[src/rtl/sris_pkg.sv]
// Shared types, field widths, sort-mode codes and the sort key function of the record sorter.
package sris_pkg;

	localparam int NUM_W   = 32;
	localparam int SCORE_W = 16;
	localparam int REC_W   = NUM_W + SCORE_W;
	localparam int KEY_W   = NUM_W + SCORE_W;
	localparam int MODE_W  = 2;

	typedef logic [MODE_W-1:0] mode_t;
	typedef logic [REC_W-1:0]  rec_t;
	typedef logic [KEY_W-1:0]  key_t;

	// Sort-mode codes. The unused code sorts as number then score.
	localparam mode_t MODE_SCORE     = 2'd0;
	localparam mode_t MODE_NUMBER    = 2'd1;
	localparam mode_t MODE_NUM_SCORE = 2'd2;

	// Commands from the controller to the datapath.
	typedef struct packed {
		logic store;       // take the incoming record into the store
		logic clear_best;  // start a new selection pass
		logic rd_en;       // read one stored record for comparison
		logic load_out;    // move the selected record into the output register
		logic last;        // the loaded record closes the listing
		logic finish;      // empty the store after the listing
	} sris_cmd_t;

	function automatic key_t key_of(mode_t mode, logic [NUM_W-1:0] num,
		logic [SCORE_W-1:0] sc);
		key_t k;
		case (mode)
			MODE_SCORE:  k = {{(KEY_W-SCORE_W){1'b0}}, sc};
			MODE_NUMBER: k = {{(KEY_W-NUM_W){1'b0}}, num};
			default:     k = {num, sc};
		endcase
		return k;
	endfunction

endpackage

[src/rtl/stable_record_insertion_sort.sv]
// Top level of the stable record sorter: controller, datapath and their connection.
//
// Records of student number and score stream in on the slave side and are kept in arrival
// order in an on-chip store of MAX_RECORDS entries. A record with tlast set closes the set:
// it is stored like the others, and then the whole set is sent out on the master side in
// ascending order of the key picked by the sort-mode register (0: score, 1: student number,
// 2 or 3: student number with score as tiebreak). Records with equal keys leave in the order
// they arrived. Records that arrive while the store is full are dropped, and every record of
// that listing carries the overflow flag in m_tuser; a dropped record that carries tlast still
// starts the listing. While records are being collected, s_tready is held high.
// Every result is found by a selection pass that reads all stored records through the
// single read port of the store, then makes the last compare and loads the output register;
// that load waits while the sink stalls. No input is taken during a listing; the next set
// may start as soon as the final result sits in the output register. The sort mode is
// written through cfg_we and cfg_wdata; the user must write it only while the block is idle,
// which the block itself does not enforce.
module stable_record_insertion_sort #(
	parameter int MAX_RECORDS = 64
) (
	input  logic                 clk,
	input  logic                 arst_n,
	// Configuration: sort mode.
	input  logic                 cfg_we,
	input  sris_pkg::mode_t      cfg_wdata,
	// Slave side.
	input  logic                 s_tvalid,
	output logic                 s_tready,
	input  sris_pkg::rec_t       s_tdata,   // [31:0] student_number, [47:32] score
	input  logic                 s_tlast,   // last_record
	// Master side.
	output logic                 m_tvalid,
	input  logic                 m_tready,
	output sris_pkg::rec_t       m_tdata,   // [31:0] out_number, [47:32] out_score
	output logic                 m_tlast,   // last_out
	output logic                 m_tuser    // overflow
);
	import sris_pkg::*;

	localparam int AW = $clog2(MAX_RECORDS);
	localparam int CW = $clog2(MAX_RECORDS + 1);

	sris_cmd_t     cmd;
	logic [AW-1:0] rd_addr;
	logic [CW-1:0] count;
	logic          out_free;

	// The controller sequences collection and the selection passes.
	sris_ctrl #(
		.MAX_RECORDS(MAX_RECORDS)
	) u_ctrl (
		.clk     (clk),
		.arst_n  (arst_n),
		.s_tvalid(s_tvalid),
		.s_tlast (s_tlast),
		.s_tready(s_tready),
		.count   (count),
		.out_free(out_free),
		.cmd     (cmd),
		.rd_addr (rd_addr)
	);

	// The datapath holds the records and picks the next one in key order on each pass.
	sris_datapath #(
		.MAX_RECORDS(MAX_RECORDS)
	) u_dp (
		.clk      (clk),
		.arst_n   (arst_n),
		.cfg_we   (cfg_we),
		.cfg_wdata(cfg_wdata),
		.s_tdata  (s_tdata),
		.cmd      (cmd),
		.rd_addr  (rd_addr),
		.count    (count),
		.out_free (out_free),
		.m_tvalid (m_tvalid),
		.m_tready (m_tready),
		.m_tdata  (m_tdata),
		.m_tlast  (m_tlast),
		.m_tuser  (m_tuser)
	);

endmodule

[src/rtl/sris_ram.sv]
// Generic simple dual-port RAM with one write port and one registered read port.
module sris_ram #(
	parameter int WIDTH = 48,
	parameter int DEPTH = 64
) (
	input  logic                     clk,
	input  logic                     we,
	input  logic [$clog2(DEPTH)-1:0] waddr,
	input  logic [WIDTH-1:0]         wdata,
	input  logic                     re,
	input  logic [$clog2(DEPTH)-1:0] raddr,
	output logic [WIDTH-1:0]         rdata
);

	logic [WIDTH-1:0] mem_q [DEPTH];

	always_ff @(posedge clk) begin
		if (we) begin
			mem_q[waddr] <= wdata;
		end
		if (re) begin
			rdata <= mem_q[raddr];
		end
	end

endmodule

[src/rtl/sris_datapath.sv]
// Datapath of the record sorter: record store, fill count, selection compare and output register.
module sris_datapath #(
	parameter int MAX_RECORDS = 64
) (
	input  logic                               clk,
	input  logic                               arst_n,
	input  logic                               cfg_we,
	input  sris_pkg::mode_t                    cfg_wdata,
	input  sris_pkg::rec_t                     s_tdata,
	input  sris_pkg::sris_cmd_t                cmd,
	input  logic [$clog2(MAX_RECORDS)-1:0]     rd_addr,
	output logic [$clog2(MAX_RECORDS+1)-1:0]   count,
	output logic                               out_free,
	output logic                               m_tvalid,
	input  logic                               m_tready,
	output sris_pkg::rec_t                     m_tdata,
	output logic                               m_tlast,
	output logic                               m_tuser
);
	import sris_pkg::*;

	localparam int AW    = $clog2(MAX_RECORDS);
	localparam int CW    = $clog2(MAX_RECORDS + 1);
	localparam int EXT_W = KEY_W + AW;

	mode_t            mode_q;
	logic [CW-1:0]    count_q;
	logic             dropped_q;
	logic             has_room;
	rec_t             rdata;
	logic             rd_valid_s1;
	logic [AW-1:0]    idx_s1;
	logic [EXT_W-1:0] cand_ext;
	logic             take;
	logic [EXT_W-1:0] best_ext_q;
	rec_t             best_rec_q;
	logic             best_valid_q;
	logic [EXT_W-1:0] prev_ext_q;
	logic             prev_valid_q;
	logic             m_tvalid_q;

	assign has_room = (count_q < CW'(MAX_RECORDS));
	assign count    = count_q;
	assign out_free = !m_tvalid_q || m_tready;
	assign m_tvalid = m_tvalid_q;

	sris_ram #(
		.WIDTH(REC_W),
		.DEPTH(MAX_RECORDS)
	) u_store (
		.clk  (clk),
		.we   (cmd.store && has_room),
		.waddr(count_q[AW-1:0]),
		.wdata(s_tdata),
		.re   (cmd.rd_en),
		.raddr(rd_addr),
		.rdata(rdata)
	);

	// The arrival index makes every extended key unique, which keeps equal keys in order.
	assign cand_ext = {key_of(mode_q, rdata[NUM_W-1:0], rdata[REC_W-1:NUM_W]), idx_s1};
	assign take = rd_valid_s1 && (!prev_valid_q || (cand_ext > prev_ext_q)) &&
		(!best_valid_q || (cand_ext < best_ext_q));

	always_ff @(posedge clk or negedge arst_n) begin
		if (!arst_n) begin
			mode_q       <= MODE_SCORE;
			count_q      <= '0;
			dropped_q    <= 1'b0;
			rd_valid_s1  <= 1'b0;
			best_valid_q <= 1'b0;
			prev_valid_q <= 1'b0;
			m_tvalid_q   <= 1'b0;
		end else begin
			if (cfg_we) begin
				mode_q <= cfg_wdata;
			end
			if (cmd.finish) begin
				count_q   <= '0;
				dropped_q <= 1'b0;
			end else if (cmd.store) begin
				if (has_room) begin
					count_q <= count_q + CW'(1);
				end else begin
					dropped_q <= 1'b1;
				end
			end
			rd_valid_s1 <= cmd.rd_en;
			if (cmd.clear_best) begin
				best_valid_q <= 1'b0;
			end else if (take) begin
				best_valid_q <= 1'b1;
			end
			if (cmd.finish) begin
				prev_valid_q <= 1'b0;
			end else if (cmd.load_out) begin
				prev_valid_q <= 1'b1;
			end
			if (cmd.load_out) begin
				m_tvalid_q <= 1'b1;
			end else if (m_tready) begin
				m_tvalid_q <= 1'b0;
			end
		end
	end

	always_ff @(posedge clk) begin
		idx_s1 <= rd_addr;
		if (take) begin
			best_ext_q <= cand_ext;
			best_rec_q <= rdata;
		end
		if (cmd.load_out) begin
			prev_ext_q <= best_ext_q;
			m_tdata    <= best_rec_q;
			m_tlast    <= cmd.last;
			m_tuser    <= dropped_q;
		end
	end

endmodule

[src/rtl/sris_ctrl.sv]
// Controller of the record sorter: collects records, then runs one selection pass per result.
module sris_ctrl #(
	parameter int MAX_RECORDS = 64
) (
	input  logic                               clk,
	input  logic                               arst_n,
	input  logic                               s_tvalid,
	input  logic                               s_tlast,
	output logic                               s_tready,
	input  logic [$clog2(MAX_RECORDS+1)-1:0]   count,
	input  logic                               out_free,
	output sris_pkg::sris_cmd_t                cmd,
	output logic [$clog2(MAX_RECORDS)-1:0]     rd_addr
);
	import sris_pkg::*;

	localparam int AW = $clog2(MAX_RECORDS);
	localparam int CW = $clog2(MAX_RECORDS + 1);

	typedef enum logic [1:0] {
		ST_COLLECT,
		ST_SCAN,
		ST_WAIT,
		ST_EMIT
	} state_t;

	state_t        state_q;
	logic [AW-1:0] rd_addr_q;
	logic [CW-1:0] emitted_q;
	logic          scan_end;
	logic          emit_last;

	assign scan_end  = (CW'(rd_addr_q) == (count - CW'(1)));
	assign emit_last = (emitted_q == (count - CW'(1)));
	assign rd_addr   = rd_addr_q;
	assign s_tready  = (state_q == ST_COLLECT);

	always_comb begin
		cmd = '0;
		case (state_q)
			ST_COLLECT: begin
				cmd.store      = s_tvalid;
				cmd.clear_best = s_tvalid && s_tlast;
			end
			ST_SCAN: begin
				cmd.rd_en = 1'b1;
			end
			ST_WAIT: begin
				cmd = '0;
			end
			ST_EMIT: begin
				if (out_free) begin
					cmd.load_out   = 1'b1;
					cmd.last       = emit_last;
					cmd.finish     = emit_last;
					cmd.clear_best = !emit_last;
				end
			end
			default: begin
				cmd = '0;
			end
		endcase
	end

	always_ff @(posedge clk or negedge arst_n) begin
		if (!arst_n) begin
			state_q   <= ST_COLLECT;
			rd_addr_q <= '0;
			emitted_q <= '0;
		end else begin
			case (state_q)
				ST_COLLECT: begin
					if (s_tvalid && s_tlast) begin
						state_q   <= ST_SCAN;
						rd_addr_q <= '0;
						emitted_q <= '0;
					end
				end
				ST_SCAN: begin
					rd_addr_q <= rd_addr_q + AW'(1);
					if (scan_end) begin
						state_q <= ST_WAIT;
					end
				end
				ST_WAIT: begin
					state_q <= ST_EMIT;
				end
				ST_EMIT: begin
					if (out_free) begin
						if (emit_last) begin
							state_q <= ST_COLLECT;
						end else begin
							state_q   <= ST_SCAN;
							rd_addr_q <= '0;
							emitted_q <= emitted_q + CW'(1);
						end
					end
				end
				default: begin
					state_q <= ST_COLLECT;
				end
			endcase
		end
	end

endmodule

[config.mk]
export PLATFORM = sky130hd
export DESIGN_NAME = stable_record_insertion_sort
export DESIGN_NICKNAME = d
export VERILOG_FILES = /design/src/rtl/sris_pkg.sv /design/src/rtl/stable_record_insertion_sort.sv /design/src/rtl/sris_ram.sv /design/src/rtl/sris_datapath.sv /design/src/rtl/sris_ctrl.sv
export SDC_FILE = /design/constraint.sdc
export NUM_CORES = 2
export LEC_CHECK = 0
export BUFFER_PORTS_ARGS = -buffer_cell sky130_fd_sc_hd__buf_2
export CAP_MARGIN = 25
export CELL_PAD_IN_SITES_DETAIL_PLACEMENT = 2
export CELL_PAD_IN_SITES_GLOBAL_PLACEMENT = 2
export CORE_ASPECT_RATIO = 1.1
export CORE_UTILIZATION = 47
export CTS_CLUSTER_DIAMETER = 30
export DETAILED_ROUTE_END_ITERATION = 6
export PLACE_DENSITY_LB_ADDON = 0.2
export SLEW_MARGIN = 15
export SYNTH_ARGS = -nofsm -noshare
export SYNTH_HDL_FRONTEND = slang
export SYNTH_SLANG_ARGS = --single-unit
[constraint.sdc]
create_clock -name clk -period 10.1 [get_ports clk]
set_input_delay 1.01 -clock clk [delete_from_list [all_inputs] [get_ports clk]]
set_output_delay 1.01 -clock clk [all_outputs]
set_load 0.02 [all_outputs]
==> results of run 1 <==
cells in the mapped netlist (all sizes together), types with 15 or more instances:
library cell  count
edfxtp         3326
mux4           1008
clkbuf          150
inv             119
ha              115
nor2            102
buf              96
nand2            73
o21ai            44
a21oi            37
dfrtp            29
nand3            21
and2             19
mux2             18
nand4            18
a21o             15
through the flow:
step / area, um^2 / setup slack [ns]
after global placement: 135000 / 4.10
after detailed placement: 135000 / 3.92
after floorplan: 129000 / 1.77
logic make-up after synthesis:
kind of cell             count (synthesis)  synth area share (%)
AO/OA/AOI/OAI                          141                 0.673
XOR/XNOR                                23                 0.188
adder cells (fa/ha/maj)                115                  1.12
buffers and inverters                  365                  1.19
flip-flops                            3361                  78.1
multiplexers                          1026                  17.8
AND/OR/NAND/NOR                        283                  1.03
==> run summary, run 1 <==
GP Congestion = 0.803
Ys async rst share = 0.863%
Post-detail-place hpwl = 253000 um
Row cnt = 201
Die Wd = 502 um
Main area contributors after synthesis = edfxtp_1 (77%), mux4_2 (18%), ha_1 (1.1%), dfrtp_1 (0.56%), clkbuf_1 (0.44%)
Run status = stopped before the end
Failed at = clock tree synthesis
Synth area leader = edfxtp_1
#FFs+latches synth = 3361
Die Span Y = 552 um
Post-CTS Setup Bufs = 0
Synth warn = 0
Yosys cell types = 53
Placed Cells = 8975
Most used DFF post-synth = edfxtp_1
Post-Syn Instances = 5314
Clock buffer count from CTS = 630
Post-synthesis instance area = 129000 um^2
PortBufs = 107
Post-synth EDFFs = 3326
Root Buffer = clkbuf_16
Ports = 108
Post-Syn Area per Cell = 24.3 um^2
Syn Nets = 5485
Max clock buf depth = 4
Htree depth = 6
Starting Density = 47.3%
Clock Sinks = 3361
Post-CTS Resized = 0
Top cell type's share of synthesized area = 77.4%
Register area share after synthesis = 78.1%
# hold bufs at CTS = 0
Error msg = [ERROR DPL-0033] detailed placement checks failed during check placement.
==> run 2: changes to the inputs <==
--- a/config.mk
+++ b/config.mk
@@ -7,13 +7,9 @@
 export LEC_CHECK = 0
 export BUFFER_PORTS_ARGS = -buffer_cell sky130_fd_sc_hd__buf_2
 export CAP_MARGIN = 25
-export CELL_PAD_IN_SITES_DETAIL_PLACEMENT = 2
-export CELL_PAD_IN_SITES_GLOBAL_PLACEMENT = 2
-export CORE_ASPECT_RATIO = 1.1
-export CORE_UTILIZATION = 47
-export CTS_CLUSTER_DIAMETER = 30
+export CORE_UTILIZATION = 40
 export DETAILED_ROUTE_END_ITERATION = 6
-export PLACE_DENSITY_LB_ADDON = 0.2
+export PLACE_DENSITY_LB_ADDON = 0.15
 export SLEW_MARGIN = 15
 export SYNTH_ARGS = -nofsm -noshare
 export SYNTH_HDL_FRONTEND = slang
==> constraint.sdc (replaced) <==
create_clock -name clk -period 13.13 [get_ports clk]
set_input_delay 1.313 -clock clk [delete_from_list [all_inputs] [get_ports clk]]
set_output_delay 1.313 -clock clk [all_outputs]
set_load 0.02 [all_outputs]
==> run 2 against run 1 <==
  * The flow now finishes, with violations (design-rule violations)
  * Synthesized cell count stayed put
  * Synthesized area unchanged
==> run summary, run 2 <==
# nets final = 5920
Area of the multi-input gates = 27300 um^2
Syn Nets = 5485 (unchanged)
Worst min-delay path category = reg2reg
Main area contributors after synthesis = edfxtp_1 (77%), mux4_2 (18%), ha_1 (1.1%), dfrtp_1 (0.56%), clkbuf_1 (0.44%)
Power per cell area = 181 nW/um^2
Worst skew pair latency = 0.92 ns
Starting Density = 40.2% (-7.1 points)
Most used DFF post-synth = edfxtp_1
Critical Path RT = 13.79 ns
#FFs+latches synth = 3361 (unchanged)
Internal Pwr Total = 19900 uW
Fin crit period = 4.77 ns
Largest net degree at the start of global routing = 118
GP Congestion = 0.782 (-2.7%)
CTS tree = built
Top delay family on crit path = buffers and inverters
Largest fanout on the critical path = 90
Core Util, Final = 46.1%
Failing checks = design-rule violations
Vias in the first global route = 60.7k
Post-detail-place hpwl = 193000 um (-24%)
Leading registers by flop count = u_dp.u_store.mem_q (3072), u_dp.best_ext_q (54), u_dp.prev_ext_q (54)
Total GRT Usage = 21.9%
Max FFs per register = 3072
Critical Path Most Common Cell = mux4_2
Largest register by flop count = u_dp.u_store.mem_q
Fill count = 26.3k
Highest clock rate = 209 MHz
Delay of the slowest critical-path stage = 0.91 ns
Ys async rst share = 0.863% (unchanged)
Die Wd = 570 um (+14%)
Post-CTS Setup Bufs = 0 (unchanged)
RSZ-0062 raised after global routing = no
Iteration-0 DRC Markers = 6761
Slew margin rel. = 23.6%
Period utilisation layout = 36.4%
VDD IR max = 229 uV
Top cell type's share of synthesized area = 77.4% (unchanged)
Commonest non-fill, non-tap cells in the layout = edfxtp_1 (3326), mux4_2 (1008), clkbuf_16 (367)
Max-slew violation count = 0
Clk pwr share = 36.8%
Run status = finished, violations left
Yosys cell types = 53 (unchanged)
Max-Cap Viols = 0
Die ar. = 325000 um^2
Combinational share of power = 15.6%
Core Area = 321000 um^2
Placed Cells = 9665 (+7.7%)
Row cnt = 208 (+3.5%)
Register area share after synthesis = 78.1% (unchanged)
Detailed Route WL = 358000 um
Via count = 60.2k
Crit. End Element = flip-flop
CP bufs+invs = 3
Synth area leader = edfxtp_1
Worst-path clk slew = 0.06 ns
Vias per Instance = 5.81
Commonest non-fill, non-tap cell in the layout = edfxtp_1
Initial antenna violation count = 36
Most frequent cell after synthesis = edfxtp_1
Final hold violation count = 0
Leakage power = 0.0455 uW
DR pass1 iterations = 7
Clock buffer count from CTS = 359 (-43%)
Clock Sinks = 3361 (unchanged)
Synth warn = 0 (unchanged)
Clock Skew = 0.0638 ns
Arr. time, crit path = 5.43 ns
Post-route ant nets = 0
Register area = 101000 um^2
First-pass GRT wire length = 494000 um
Share of layout cells above drive strength 1 = 31.7%
Die Span Y = 570 um (+3.3%)
Setup TNS = 0 ns
Layout area overhead = 14.7%
Register share of total power = 47.6%
Post-synth EDFFs = 3326 (unchanged)
Post-Syn Area per Cell = 24.3 um^2 (unchanged)
Post-CTS Resized = 0 (unchanged)
DR DRC count = 3
Post-Syn Instances = 5314 (unchanged)
Hold WS = 0.415 ns
Critical path class = reg2reg
Ports = 108 (unchanged)
Max clock buf depth = 4 (unchanged)
Worst-Margin Slew = 1.15 ns
Grt total ovfl = 0
List of most frequent post-synthesis cells = edfxtp_1 (3326), mux4_2 (1008), clkbuf_1 (150), inv_1 (119), ha_1 (115)
Final cell count without fillers = 10.4k
P_sw = 6840 uW
# hold bufs at CTS = 0 (unchanged)
Htree depth = 5 (-1)
Setup Viol. Count Final = 0
Crit path cell chain = buf_12 > buf_4 > buf_4 > mux4_2 > mux4_2 > mux4_2
Switching Share = 25.6%
Post-synthesis instance area = 129000 um^2 (unchanged)
Root Buffer = clkbuf_16
Slowest CP cell = dfrtp_4
WL per Instance = 34.5 um
Startpoint types = flip-flop
PortBufs = 107 (unchanged)
## run 2: cell counts after synthesis
Identical to the previous run, type by type.
## run 2: final timing paths
path	start	to	slack [ns]	cells after the start
max	u_ctrl.rd_addr[0]	u_dp.u_store.rdata[6]	8.36	6
min	u_dp.best_rec_q[4]	u_dp.m_tdata[4]	0.42	0
max reg2reg	u_ctrl.rd_addr[0]	u_dp.u_store.rdata[6]	8.36	6
min reg2reg	u_dp.best_rec_q[4]	u_dp.m_tdata[4]	0.42	0
max in group asynchronous	arst_n	u_ctrl.rd_addr[1]	11.99	1
min in group asynchronous	arst_n	u_dp.rd_valid_s1	0.48	1
## run 2: worst reg2reg max path, delay by kind of cell, from the launching register on
kind | cells | cell delay [ns]
buf+inv | 3 | 1.99
mux | 3 | 1.61
flops | 1 | 0.91
## run 2: per-stage QoR
stage          cell area, um^2  worst slack (ns)  total power [uW]
2_1_floorplan           129000              2.13             15600
3_3_place_gp            136000              8.21             17200
3_5_place_dp            136000              8.22             17200
4_1_cts                 147000              8.20             27000
5_1_grt                 148000              8.01             27700
6_report                148000              8.36             26800
## run 2: power by group through the flow
stage | Sequential [uW] | Clock, uW | Combinational, uW
2_1_floorplan | 12700 | 0 | 2930
3_3_place_gp | 13000 | 0 | 4220
3_5_place_dp | 13000 | 0 | 4220
4_1_cts | 12700 | 10000 | 4230
5_1_grt | 12800 | 10400 | 4500
6_report | 12700 | 9850 | 4160
## run 2: cell families after synthesis
logic type      synth area share, %
simple gates                   1.03
mux                            17.8
flops                          78.1
compound gates                0.673
buf+inv                        1.19
fa+ha+maj                      1.12
xor+xnor                      0.188
## run 2: area by class of cell
class | count | area share, %
inverters | 119 | 0.304
multi-input cells | 1588 | 18.4
clock inverters | 219 | 1.30
clock buffers | 432 | 6.37
flip-flops and latches | 3361 | 68.1
well taps | 4305 | 3.64
repair buffers | 320 | 1.83
diodes | 12 | 0.0203
## run 2: routing by layer
| layer | vias to the layer above | part of all wire (%) | global-route usage (%) |
|---|---|---|---|
| li1 | 23800 | - | - |
| met1 | 33800 | 44 | 32.2 |
| met2 | 2177 | 48 | 35.0 |
| met3 | 413 | 6.5 | 3.28 |
| met4 | 12 | 1.9 | 4.38 |
| met5 | - | 0.020 | 0 |
Power figures use the tool's default switching activity.
